## src/rtl/core/first_fit_boundary_tag_allocator_unit_macros.svh

```systemverilog
// ----------------------------------------------------------------------------
// first_fit_boundary_tag_allocator_unit_macros
// assertion helpers clocked on clock and disabled while reset is high
// ----------------------------------------------------------------------------
`ifndef FIRST_FIT_BOUNDARY_TAG_ALLOCATOR_UNIT_MACROS_SVH
`define FIRST_FIT_BOUNDARY_TAG_ALLOCATOR_UNIT_MACROS_SVH

// consequent must hold in the same cycle as the antecedent
`define FFBA_ASSERT_NOW(lbl, ante, cons) \
   lbl: assert property (@(posedge clock) disable iff (reset) (ante) |-> (cons)) \
      else $error("assertion failed");

// consequent must hold in the cycle after the antecedent
`define FFBA_ASSERT_NEXT(lbl, ante, cons) \
   lbl: assert property (@(posedge clock) disable iff (reset) (ante) |=> (cons)) \
      else $error("assertion failed");

`endif

```

## src/rtl/core/ffba_pkg.sv

```systemverilog
// ----------------------------------------------------------------------------
// ffba_pkg
// shared constants, mode codes and controller/datapath handshake types
// ----------------------------------------------------------------------------
package ffba_pkg;

   // tag geometry
   localparam int WORD_BYTES  = 4;
   localparam int ALIGN_BYTES = 2 * WORD_BYTES;
   localparam int MIN_BLOCK   = 2 * ALIGN_BYTES;

   // field widths
   localparam int MODE_W = 2;
   localparam int REQ_W  = 15;
   localparam int OFF_W  = 14;

   // request modes
   localparam logic [MODE_W-1:0] MODE_ALLOC   = 2'd0;
   localparam logic [MODE_W-1:0] MODE_RELEASE = 2'd1;
   localparam logic [MODE_W-1:0] MODE_RESIZE  = 2'd2;

   // datapath operations issued by the controller
   typedef enum logic [4:0] {
      OP_NONE,
      OP_CLEAR,
      OP_TAKE,
      OP_DISP,
      OP_WRD,
      OP_WCHK,
      OP_HDR,
      OP_HDR_PEAK,
      OP_FTR,
      OP_FTR_SPLIT,
      OP_FTR_RDNX,
      OP_CRD,
      OP_CTAG,
      OP_CFTR,
      OP_RINIT,
      OP_NX,
      OP_RPV,
      OP_PV,
      OP_OUT
   } op_type;

   typedef struct packed {
      op_type op;
   } cmd_type;

   typedef struct packed {
      logic              clr_last;
      logic [MODE_W-1:0] mode;
      logic              n_zero;
      logic              p_zero;
      logic              p_ok;
      logic              walk_in;
      logic              sz_small;
      logic              fit;
      logic              split;
      logic              reloc;
      logic              tag_ok;
      logic              ftr_ok;
      logic              n_le_cur;
      logic              nx_merge;
      logic              pv_merge;
      logic              out_free;
   } sts_type;

endpackage

```

## src/rtl/core/ffba_ctrl.sv

```systemverilog
// ----------------------------------------------------------------------------
// ffba_ctrl
// sequencer for clearing, first-fit walk, block checks, release and merge
// ----------------------------------------------------------------------------
module ffba_ctrl (
   input  logic              clock,
   input  logic              reset,
   input  logic              req_valid,
   output logic              req_ready,
   input  ffba_pkg::sts_type sts,
   output ffba_pkg::cmd_type cmd
);

   typedef enum logic [22:0] {
      ST_CLEAR = 23'h1 << 0,
      ST_IDLE  = 23'h1 << 1,
      ST_DISP  = 23'h1 << 2,
      ST_WRD   = 23'h1 << 3,
      ST_WCHK  = 23'h1 << 4,
      ST_APH   = 23'h1 << 5,
      ST_APF   = 23'h1 << 6,
      ST_ASH   = 23'h1 << 7,
      ST_ASF   = 23'h1 << 8,
      ST_CRD   = 23'h1 << 9,
      ST_CTAG  = 23'h1 << 10,
      ST_CFTR  = 23'h1 << 11,
      ST_RINIT = 23'h1 << 12,
      ST_RPH   = 23'h1 << 13,
      ST_RPF   = 23'h1 << 14,
      ST_RNX   = 23'h1 << 15,
      ST_RMH   = 23'h1 << 16,
      ST_RMF   = 23'h1 << 17,
      ST_RPV   = 23'h1 << 18,
      ST_RPC   = 23'h1 << 19,
      ST_RQH   = 23'h1 << 20,
      ST_RQF   = 23'h1 << 21,
      ST_DONE  = 23'h1 << 22
   } state_type;

   state_type state_ff, state_in;
   logic      after_alloc_reloc;

   assign req_ready         = (state_ff == ST_IDLE);
   assign after_alloc_reloc = sts.reloc;

   // next state and datapath operation
   always_comb begin
      state_in = state_ff;
      cmd.op   = ffba_pkg::OP_NONE;
      case (state_ff)
         ST_CLEAR: begin
            cmd.op = ffba_pkg::OP_CLEAR;
            if (sts.clr_last) begin
               state_in = ST_IDLE;
            end
         end
         ST_IDLE: begin
            if (req_valid) begin
               cmd.op   = ffba_pkg::OP_TAKE;
               state_in = ST_DISP;
            end
         end
         ST_DISP: begin
            cmd.op = ffba_pkg::OP_DISP;
            case (sts.mode)
               ffba_pkg::MODE_ALLOC: begin
                  state_in = sts.n_zero ? ST_DONE : ST_WRD;
               end
               ffba_pkg::MODE_RELEASE: begin
                  state_in = sts.p_ok ? ST_CRD : ST_DONE;
               end
               ffba_pkg::MODE_RESIZE: begin
                  if (sts.p_zero) begin
                     state_in = sts.n_zero ? ST_DONE : ST_WRD;
                  end else begin
                     state_in = sts.p_ok ? ST_CRD : ST_DONE;
                  end
               end
               default: begin
                  state_in = ST_DONE;
               end
            endcase
         end
         // first-fit walk: each block header is read in ST_WRD and checked in ST_WCHK
         ST_WRD: begin
            cmd.op   = ffba_pkg::OP_WRD;
            state_in = sts.walk_in ? ST_WCHK : ST_DONE;
         end
         ST_WCHK: begin
            cmd.op = ffba_pkg::OP_WCHK;
            if (sts.sz_small) begin
               state_in = ST_DONE;
            end else if (sts.fit) begin
               state_in = ST_APH;
            end else begin
               state_in = ST_WRD;
            end
         end
         ST_APH: begin
            cmd.op   = ffba_pkg::OP_HDR_PEAK;
            state_in = ST_APF;
         end
         ST_APF: begin
            cmd.op = ffba_pkg::OP_FTR_SPLIT;
            if (sts.split) begin
               state_in = ST_ASH;
            end else begin
               state_in = after_alloc_reloc ? ST_RINIT : ST_DONE;
            end
         end
         ST_ASH: begin
            cmd.op   = ffba_pkg::OP_HDR;
            state_in = ST_ASF;
         end
         ST_ASF: begin
            cmd.op   = ffba_pkg::OP_FTR;
            state_in = after_alloc_reloc ? ST_RINIT : ST_DONE;
         end
         // block check: header, then footer
         ST_CRD: begin
            cmd.op   = ffba_pkg::OP_CRD;
            state_in = ST_CTAG;
         end
         ST_CTAG: begin
            cmd.op   = ffba_pkg::OP_CTAG;
            state_in = sts.tag_ok ? ST_CFTR : ST_DONE;
         end
         ST_CFTR: begin
            cmd.op = ffba_pkg::OP_CFTR;
            if (!sts.ftr_ok) begin
               state_in = ST_DONE;
            end else if (sts.mode == ffba_pkg::MODE_RELEASE || sts.n_zero) begin
               state_in = ST_RINIT;
            end else if (sts.n_le_cur) begin
               state_in = ST_DONE;
            end else begin
               state_in = ST_WRD;
            end
         end
         // release and merge with neighbors
         ST_RINIT: begin
            cmd.op   = ffba_pkg::OP_RINIT;
            state_in = ST_RPH;
         end
         ST_RPH: begin
            cmd.op   = ffba_pkg::OP_HDR;
            state_in = ST_RPF;
         end
         ST_RPF: begin
            cmd.op   = ffba_pkg::OP_FTR_RDNX;
            state_in = ST_RNX;
         end
         ST_RNX: begin
            cmd.op   = ffba_pkg::OP_NX;
            state_in = sts.nx_merge ? ST_RMH : ST_RPV;
         end
         ST_RMH: begin
            cmd.op   = ffba_pkg::OP_HDR;
            state_in = ST_RMF;
         end
         ST_RMF: begin
            cmd.op   = ffba_pkg::OP_FTR;
            state_in = ST_RPV;
         end
         ST_RPV: begin
            cmd.op   = ffba_pkg::OP_RPV;
            state_in = ST_RPC;
         end
         ST_RPC: begin
            cmd.op   = ffba_pkg::OP_PV;
            state_in = sts.pv_merge ? ST_RQH : ST_DONE;
         end
         ST_RQH: begin
            cmd.op   = ffba_pkg::OP_HDR;
            state_in = ST_RQF;
         end
         ST_RQF: begin
            cmd.op   = ffba_pkg::OP_FTR;
            state_in = ST_DONE;
         end
         // hand the item to the response register
         ST_DONE: begin
            if (sts.out_free) begin
               cmd.op   = ffba_pkg::OP_OUT;
               state_in = ST_IDLE;
            end
         end
         default: begin
            state_in = ST_IDLE;
         end
      endcase
   end

   always_ff @(posedge clock) begin
      if (reset) begin
         state_ff <= ST_CLEAR;
      end else begin
         state_ff <= state_in;
      end
   end

endmodule

```

## config.mk

```make
export PLATFORM = sky130hd
export DESIGN_NAME = ffba_ctrl
export DESIGN_NICKNAME = d
export VERILOG_FILES = /design/src/rtl/core/first_fit_boundary_tag_allocator_unit_macros.svh /design/src/rtl/core/ffba_pkg.sv /design/src/rtl/core/ffba_ctrl.sv
export SDC_FILE = /design/constraint.sdc
export NUM_CORES = 1
export LEC_CHECK = 0
export BUFFER_PORTS_ARGS = -buffer_cell sky130_fd_sc_hd__buf_2
export CAP_MARGIN = 20
export CORE_MARGIN = 10
export CORE_UTILIZATION = 50
export DETAILED_ROUTE_END_ITERATION = 16
export PLACE_DENSITY_LB_ADDON = 0.3
export SYNTH_ARGS = -nofsm -noshare
export SYNTH_HDL_FRONTEND = slang
export SYNTH_SLANG_ARGS = --single-unit
export TNS_END_PERCENT = 30
```

## constraint.sdc

```tcl
create_clock -name clock -period 2.7 [get_ports clock]
set_clock_uncertainty 0.05 [all_clocks]
set_input_delay 0 -clock clock [delete_from_list [all_inputs] [get_ports clock]]
set_output_delay 0 -clock clock [all_outputs]
set_load 0.005 [all_outputs]
```

==> results of run 1 <==
kinds of logic (layout without fill, tap and decap cells):
family,count (synthesis),in the layout,synth area share (%)
flops,23,23,30.16
xor+xnor,5,5,2.869
compound gates,24,24,10.66
buf+inv,19,71,4.918
mux,1,1,0.6558
simple gates,125,125,50.74
placed cells by master, fill, tap and decap left out, types with 2 or more instances in the layout:
cell,count
buf_2,25
nor3b_1,3
dlygate4sd3_1,15
a21oi_1,8
xor2_1,4
nand4b_1,2
nor3_1,13
or4_1,2
clkbuf_4,3
nor4_2,2
nand4_1,9
nand3_1,3
nand3b_1,6
and3_1,2
o21ai_0,3
nand2_1,13
nor4_1,9
inv_1,8
nor2_1,18
o22ai_1,3
nor2b_1,7
or2_2,2
buf_4,19
dfxtp_2,5
a31oi_1,2
or3_1,5
nor4b_1,6
nand2b_1,6
dfxtp_1,18
or4_4,5
power groups by stage:
stage	clock network, W	registers (W)	logic, W
global placement	0	0.000357	0.000116
detailed placement	0	0.000357	0.000121
floorplan	0	0.000355	0.0000705
CTS	0.000173	0.000350	0.000139
global route	0.000191	0.000351	0.000158
finish	0.000175	0.000351	0.000146
per-layer routing:
layer | routed length, µm | share of wire (%) | global-route usage (%)
met5 | 0 | 0 | 0
met4 | 146 | 2.9 | 5.773
met3 | 529 | 10 | 6.307
met2 | 2463 | 49 | 30.29
met1 | 1921 | 38 | 20.02
layout make-up:
type,instances,area [µm²]
Fill cell,207,807.0
Sequential cell,23,466.7
Inverter,8,30.03
Timing Repair Buffer,59,417.9
Tap cell,31,38.79
Clock inverter,1,7.507
Multi-Input combinational cell,155,1039
Clock buffer,3,22.52
final timing paths:
kind | start | end | slack (ns) | cells past startpoint
hold reg to reg | state_ff[18] | state_ff[19] | 0.51 | 1
hold / removal | sts[14] | state_ff[9] | 0.01 | 3
setup reg to reg | state_ff[11] | state_ff[3] | 0.02 | 5
setup / recovery | state_ff[11] | cmd[0] | -0.06 | 7
through the flow:
stage               instance area, µm²  std cells  TNS [ns]
floorplan                         1526        197         0
global placement                  1765        258         0
finish                            2022        280   -0.1122
CTS                               1986        280   -0.1800
detailed placement                1765        258         0
global route                      2022        280   -0.2614
worst max-delay path: cells and delay by family, from the launching register on:
kind            cells  cell delay (ns)
compound gates      1             0.12
buf+inv             1             0.12
simple gates        5             1.80
flops               1             0.35
timing repair:
item,in CTS,in global routing
endpoints found under the setup margin,3,5
hold endpoints to repair,12,0
hold buffers,15,0
resized for setup,6,8
pin swaps,5,3
buffers inserted,3,0
==> flow_metrics.py, run 1 <==
metrics = {
    "global_routing": {
        "antenna_found_initial": 0,
        "grt_first_pass_wirelength_um": 7983,
        "grtUsageTotal_pct": 17.67,
        "grt_max_degree": 23,
        "first_global_vias": 1806,
        "grt_overflow": 0,
    },
    "critical_path": {
        "crit_path_frequent_cell": "or4_4",
        "cp-end-kind": "output pin",
        "critPathRequiredTime_ns": 2.65,
        "start_kind": "flop",
        "max_stage_delay_ns": 0.53,
        "crit_chain": "or4_4, or4_4, or4b_4, and2_4, o221a_4, nand2_1, buf_2",
        "crit_arrival_ns": 2.71,
        "cp_max_fo": 4,
        "slowest_stage": "or4_4",
        "critical_path_class": "flop to output pin",
    },
    "final_layout": {
        "largest-register": "state_ff",
        "final_util_pct": 71.47,
        "layout-drive-gt1-share_pct": 29.32,
        "largest_reg_flops": 23,
        "top_regs": "state_ff (23)",
        "final_net_count": 270,
        "syn_to_final_growth_pct": 32.46,
        "num_antenna_cells": 0,
    },
    "synthesis": {
        "yosysTopAreaCell": "dfxtp_1",
        "seq_area_frac_synth_pct": 30.16,
        "synth_common_cells": "dfxtp_1, nor2_1, nand2_1, nor3_1, nor4_1",
        "syn_inst": 197,
        "synth_warnings": 0,
        "synth_edf_count": 0,
        "synth_area_um2": 1526,
        "async_flop_share_pct": 0,
        "netlist_top_cells_area": "dfxtp_1, nor4_1, nor2_1",
        "synth_fp_nets": 217,
        "synth_cell_types": 47,
        "synth.most_common_cell": "dfxtp_1",
        "syn_area_per_cell_um2": 7.749,
        "synth_seq_cells": 23,
        "synth-main-ff-cell": "dfxtp_1",
        "synth.top_cell.area_share_pct": 30.16,
    },
    "clock_network": {
        "cts_sinks": 23,
        "cts.htree.levels": 1,
        "worstSkewPairLatency_ns": 0.33,
        "clockRootBuffer": "clkbuf_4",
        "cts_tree": "yes",
        "clock_path_buffers": 2,
        "path_clk_slew_ns": 0.14,
        "cts_made_buffers": 3,
    },
    "sta": {
        "setup_ws_ns": -0.05611,
        "hold_viol": 0,
        "rsz0062_at_grt": "true",
        "slew_headroom_pct": 62.46,
        "fmax_mhz": 362.8,
        "setup_viol_count_final": 2,
        "tightest_slew_ns": 0.5553,
        "fin_crit_ns": 2.756,
        "finalCritPeriodShare_pct": 102.1,
        "hold_slack_ns": 0.01382,
        "maxSlewViolCount": 0,
    },
    "pwr": {
        "p_int_w": 0.0004695,
        "switching_share_pct": 30.09,
        "total_power_w": 0.0006716,
        "p_sw_w": 0.0002021,
        "p_seq_share_pct": 52.2,
        "p_per_area_nw_per_um2": 332.2,
        "p_leak_nw": 0.8577,
        "pwr-share-comb_pct": 21.7,
        "pwr-share-clk_pct": 26.0,
        "peakVddDrop_v": 0.0003137,
    },
    "run": {
        "max-cap-violations": 0,
    },
    "worst_hold_path": {
        "hp-class": "primary input to flop",
    },
    "floorplanning": {
        "initial_core_util_pct": 53.96,
        "die_x_um": 75.26,
        "pin_count": 26,
        "die_y_um": 75.26,
        "core_um2": 2829,
        "rows": 19,
        "die_area_um2": 5663,
    },
    "drt": {
        "drc": 0,
        "wl_um": 5061,
        "wl_per_cell_um": 18.08,
        "drt-initial-drc-count": 172,
        "first_pass_iters": 5,
        "via_count": 1849,
        "via_per_inst": 6.604,
        "ant_nets": 0,
    },
    "placement": {
        "routabilityCongestion": 0.9024,
        "dp_hpwl_um": 3677,
        "dp_slack_ns": 0.04789,
        "io_buffers": 25,
    },
    "outcome": {
        "status": "finished with violations",
        "violations": "setup timing",
    },
}
Note: power is estimated with default switching activity, not from simulation.
==> run 2: changes to the inputs <==
Settings changed: ABC_AREA set to 1, PLACE_DENSITY set to 0.86, PLACE_DENSITY_LB_ADDON 0.3 to unset, SKIP_CTS_REPAIR_TIMING set to 1.
==> flow_metrics.py, run 2 <==
metrics = {
    "global_routing": {
        "first_global_vias": 1520,
        "top_usage_layer": "met2",
        "grt_max_degree": 21,
        "grt_overflow": 0,
        "met3_usage_pct": 2.995,
        "grt_util_met2_pct": 22.26,
        "grtUsageTotal_pct": 14.39,
        "met1_usage_pct": 18.84,
        "grt_first_pass_wirelength_um": 6465,
        "antenna_found_initial": 0,
    },
    "sta": {
        "setup_ws_ns": 0.5169,
        "setup_viol_count_final": 0,
        "finalCritPeriodShare_pct": 80.86,
        "fin_tns_setup_ns": 0,
        "rsz0062_at_grt": "false",
        "fin_crit_ns": 2.183,
        "maxSlewViolCount": 0,
        "hold_viol": 1,
        "hold_slack_ns": -0.01481,
        "tightest_slew_ns": 0.3948,
        "slew_headroom_pct": 73.68,
        "fmax_mhz": 458.1,
    },
    "worst_hold_path": {
        "min_from": "sts[15]",
        "holdPathEnd": "state_ff[9]",
        "hold_depth": 4,
        "hp-class": "primary input to flop",
    },
    "floorplanning": {
        "die_y_um": 75.82,
        "die_area_um2": 5748,
        "core_um2": 3028,
        "initial_core_util_pct": 51.45,
        "die_x_um": 75.82,
        "rows": 20,
        "pin_count": 26,
    },
    "placement": {
        "dp_hpwl_um": 3202,
        "routabilityCongestion": 0.9563,
        "dp_slack_ns": 0.9827,
        "io_buffers": 25,
    },
    "final_layout": {
        "final_net_count": 312,
        "final_util_pct": 60.99,
        "syn_to_final_growth_pct": 18.55,
        "final_common_cell": "nor2_1",
        "num_antenna_cells": 0,
        "largest_reg_flops": 23,
        "layout-drive-gt1-share_pct": 20.27,
        "largest-register": "state_ff",
        "top_regs": "state_ff (23)",
        "final_cell_mix": "nor2_1, nand2_1, inv_1",
    },
    "critical_path": {
        "cp_max_fo": 13,
        "start_kind": "flop",
        "reg2regPathDepth": 8,
        "reg2reg_slack_ns": 0.52,
        "cp-end-kind": "flop",
        "rr_endpoint": "state_ff[12]",
        "critPathRequiredTime_ns": 2.92,
        "critical_path_class": "flop to flop",
        "crit_arrival_ns": 2.40,
        "worstReg2RegStart": "state_ff[22]",
    },
    "drt": {
        "drt-initial-drc-count": 120,
        "wl_um": 4003,
        "ant_nets": 0,
        "drc": 0,
        "via_count": 1700,
        "wl_per_cell_um": 11.95,
        "via_per_inst": 5.075,
        "first_pass_iters": 4,
    },
    "synthesis": {
        "synth_warnings": 0,
        "synth_cell_types": 29,
        "seq_area_frac_synth_pct": 29.56,
        "yosysTopAreaCell": "dfxtp_1",
        "syn_area_per_cell_um2": 6.109,
        "synth_edf_count": 0,
        "async_flop_share_pct": 0,
        "synth.top_cell.area_share_pct": 29.56,
        "synth_common_cells": "nor2_1, nand2_1, inv_1, nand3_1, dfxtp_1",
        "netlist_top_cells_area": "dfxtp_1, nor2_1, nand2_1",
        "synth_area_um2": 1558,
        "synth_fp_nets": 275,
        "synth.most_common_cell": "nor2_1",
        "synth_seq_cells": 23,
        "syn_inst": 255,
        "synth-main-ff-cell": "dfxtp_1",
    },
    "clock_network": {
        "worstSkewPairLatency_ns": 0.31,
        "clockRootBuffer": "clkbuf_4",
        "path_clk_slew_ns": 0.13,
        "cts_tree": "yes",
        "cts.htree.levels": 1,
        "cts_sinks": 23,
        "cts_made_buffers": 3,
        "clock_path_buffers": 2,
    },
    "pwr": {
        "total_power_w": 0.0006122,
        "p_per_area_nw_per_um2": 331.5,
        "peakVddDrop_v": 0.0001879,
        "p_leak_nw": 0.9500,
    },
    "outcome": {
        "status": "finished with violations",
        "violations": "hold timing",
    },
    "run": {
        "max-cap-violations": 0,
    },
}
[run 2: cell count changes in the layout (fill, tap and decap cells not counted), sizes merged, moves of 11 or more]
cell,before,now
nand3,3,32
nor4,12,1
buf,44,25
nand2,13,53
nor2,18,67
inv,8,38
[run 2: area by class of cell]
cell class | count | area (µm²)
repair buffers | 35 | 225.2
inverters | 38 | 142.6
fillers | 306 | 1181
clock buffers | 3 | 22.52
clock inverters | 1 | 5.005
multi-input cells | 191 | 935.9
well taps | 44 | 55.05
flip-flops and latches | 23 | 460.4
[run 2: layer usage]
metal	up-vias	wire (µm)	part of all wire, %
met5	-	0	0
met4	0	58	1.4
met3	5	323	8.1
met2	68	1834	46
met1	740	1786	45
li1	887	-	-
[run 2: metrics by stage]
step,cell area [µm²],cells
after CTS,1747,325
after floorplan,1558,255
final,1847,335
after detailed placement,1719,321
after global routing,1847,335
after global placement,1719,321
[run 2: how the worst max path moves through the flow]
stage / start / to / slack [ns] / cells after the start
6_report: state_ff[22] / state_ff[12] / 0.52 / 8
5_1_grt: state_ff[3] / state_ff[12] / 0.25 / 8
4_1_cts: state_ff[0] / cmd[2] / 0.62 / 9
3_5_place_dp: state_ff[22] / state_ff[1] / 0.98 / 10
3_3_place_gp: state_ff[22] / state_ff[1] / 0.98 / 10
2_1_floorplan: state_ff[8] / state_ff[1] / 1.24 / 10
[run 2: kinds of logic after synthesis]
logic type | after synthesis | synth area share (%)
simple gates | 179 | 55.82
buf+inv | 41 | 10.36
flops | 23 | 29.56
compound gates | 12 | 4.257
[run 2: critical path, cell delays in order (launching register included)]
cell and delay [ns]:
dfxtp_1 0.35, nor2_2 0.14, nand2_2 0.11, nor2_4 0.31, nand2_2 0.15, nor3_2 0.22, nand3_1 0.10, a21oi_1 0.15
dlygate4sd3_1 0.55
[run 2: report_power, final]
part           switching (W)  internal (W)  leakage (nW)
Combinational      0.0000613     0.0000412         0.746
Sequential        0.00000383      0.000344         0.186
Clock               0.000107     0.0000555        0.0177
Total               0.000172      0.000440         0.950
==> run 3: changes to the inputs <==
Settings changed: ABC_AREA 1 to 0, CORE_UTILIZATION 50 to 55, PLACE_DENSITY 0.86 to 0.89.
Clock period 2.7 ns to 2.28 ns, I/O delays scaled along.
==> flow_metrics.py, run 3 (same netlist as run 1, synthesis figures left out) <==
metrics = {
    "sta": {
        "setup_viol_count_final": 12,
        "rsz0062_at_grt": "true",
        "maxSlewViolCount": 0,
        "finalCritPeriodShare_pct": 129.2,
        "setup_ws_ns": -0.6665,
        "fmax_mhz": 339.4,
        "hold_viol": 2,
        "fin_crit_ns": 2.947,
        "tightest_slew_ns": 0.7597,
        "slew_headroom_pct": 48.64,
        "hold_slack_ns": -0.01530,
    },
    "final_layout": {
        "final_cell_mix": "buf_4, buf_2, dfxtp_1",
        "layout-drive-gt1-share_pct": 33.33,
        "fillers": 173,
        "fin_cells": 292,
        "regArea_um2": 462.9,
        "largest_reg_flops": 23,
        "largest-register": "state_ff",
        "num_antenna_cells": 0,
        "final_common_cell": "buf_4",
        "top_regs": "state_ff (23)",
        "syn_to_final_growth_pct": 38.85,
        "final_net_count": 282,
        "multi_input_area_um2": 1055,
    },
    "floorplanning": {
        "die_area_um2": 5282,
        "initial_core_util_pct": 56.33,
        "die_y_um": 72.68,
        "core_um2": 2710,
        "rows": 19,
        "pin_count": 26,
        "die_x_um": 72.68,
    },
    "placement": {
        "io_buffers": 25,
        "dp_cells": 275,
        "dp_hpwl_um": 3829,
        "routabilityCongestion": 0.9168,
        "dp_slack_ns": -0.3295,
    },
    "clock_network": {
        "cts_sinks": 23,
        "clockRootBuffer": "clkbuf_4",
        "clock_path_buffers": 2,
        "path_clk_slew_ns": 0.14,
        "cts_tree": "yes",
        "cts_made_buffers": 3,
        "cts.htree.levels": 1,
        "worstSkewPairLatency_ns": 0.33,
    },
    "drt": {
        "first_pass_iters": 5,
        "via_per_inst": 6.801,
        "ant_nets": 0,
        "drt-initial-drc-count": 326,
        "wl_per_cell_um": 19.65,
        "wl_um": 5738,
        "via_count": 1986,
        "drc": 0,
    },
    "worst_hold_path": {
        "holdPathEnd": "state_ff[9]",
        "hold_depth": 4,
        "min_from": "sts[12]",
        "hp-class": "primary input to flop",
    },
    "run": {
        "max-cap-violations": 0,
    },
    "critical_path": {
        "crit_buf_inv": 2,
        "rr_endpoint": "state_ff[3]",
        "cp-end-kind": "output pin",
        "crit_arrival_ns": 2.90,
        "reg2reg_slack_ns": -0.43,
        "slowest_stage": "or4_4",
        "path_delay_family": "simple AND/OR/NAND/NOR gates",
        "cp_max_fo": 3,
        "max_stage_delay_ns": 0.55,
        "critical_path_class": "flop to output pin",
        "critPathRequiredTime_ns": 2.23,
        "start_kind": "flop",
        "reg2regPathDepth": 5,
        "crit_chain": "or4_4, or4_4, or4b_4, buf_6, and2_4, o221a_4, nand4_1, buf_2",
        "worstReg2RegStart": "state_ff[11]",
        "crit_path_frequent_cell": "or4_4",
    },
    "global_routing": {
        "grtUsageTotal_pct": 18.18,
        "grt_first_pass_wirelength_um": 7859,
        "grt_overflow": 0,
        "antenna_found_initial": 0,
        "grt_max_degree": 23,
        "first_global_vias": 1700,
    },
    "pwr": {
        "p_per_area_nw_per_um2": 383.3,
        "p_leak_nw": 0.9112,
        "peakVddDrop_v": 0.0003874,
    },
    "outcome": {
        "violations": "hold timing, setup timing",
        "status": "finished with violations",
    },
}
[run 3: changes by cell type in the layout (fill, tap and decap cells not counted), moves of 8 or more]
| cell | delta |
|---|---|
| inv_1 | -25 |
| buf_4 | +32 |
| nor2_1 | -38 |
| nand2_2 | -8 |
| nand3_1 | -27 |
| nand2_1 | -32 |
[run 3: worst max path at each step]
stage | start | endpoint | cells past startpoint
after floorplan | state_ff[11] | state_ff[3] | 6
after global placement | state_ff[4] | state_ff[3] | 5
after detailed placement | state_ff[4] | state_ff[3] | 5
after CTS | state_ff[4] | cmd[1] | 8
after global routing | state_ff[11] | cmd[1] | 8
final | state_ff[11] | cmd[1] | 8
[run 3: worst min-delay path, cell delays in order]
cell	delay [ns]
buf_2	0.09
nor2_1	0.05
mux2i_1	0.13
nor4b_1	0.07
[run 3: final cells by class]
class / instances / share of cell area [%]
Multi-Input combinational cell: 155 / 49.76
Clock buffer: 4 / 1.240
Timing Repair Buffer: 71 / 23.91
Sequential cell: 23 / 21.84
Inverter: 8 / 1.417
Tap cell: 31 / 1.830
[run 3: layer usage]
layer	wire [µm]	up-vias	GRT usage (%)	share of wire [%]
li1	-	878	-	-
met2	2614	166	29.29	46
met1	2055	891	21.61	36
met5	0	-	0	0
met3	671	51	5.306	12
met4	397	0	8.439	6.9
[run 3: per-stage QoR]
stage | total power [W] | utilization (%) | setup TNS (ns) | area [µm²]
floorplan | 0.0005044 | - | -0.6060 | 1529
global placement | 0.0005738 | 69.85 | -1.314 | 1893
detailed placement | 0.0005801 | 69.85 | -1.913 | 1893
CTS | 0.0007737 | 70.82 | -3.550 | 1919
global route | 0.0008335 | 78.21 | -4.276 | 2120
finish | 0.0008123 | 78.21 | -3.803 | 2120
[run 3: power breakdown]
part           switching (W)  total, W  internal [W]
logic              0.0000994  0.000190     0.0000907
registers         0.00000831  0.000416      0.000408
clock network       0.000137  0.000206     0.0000688
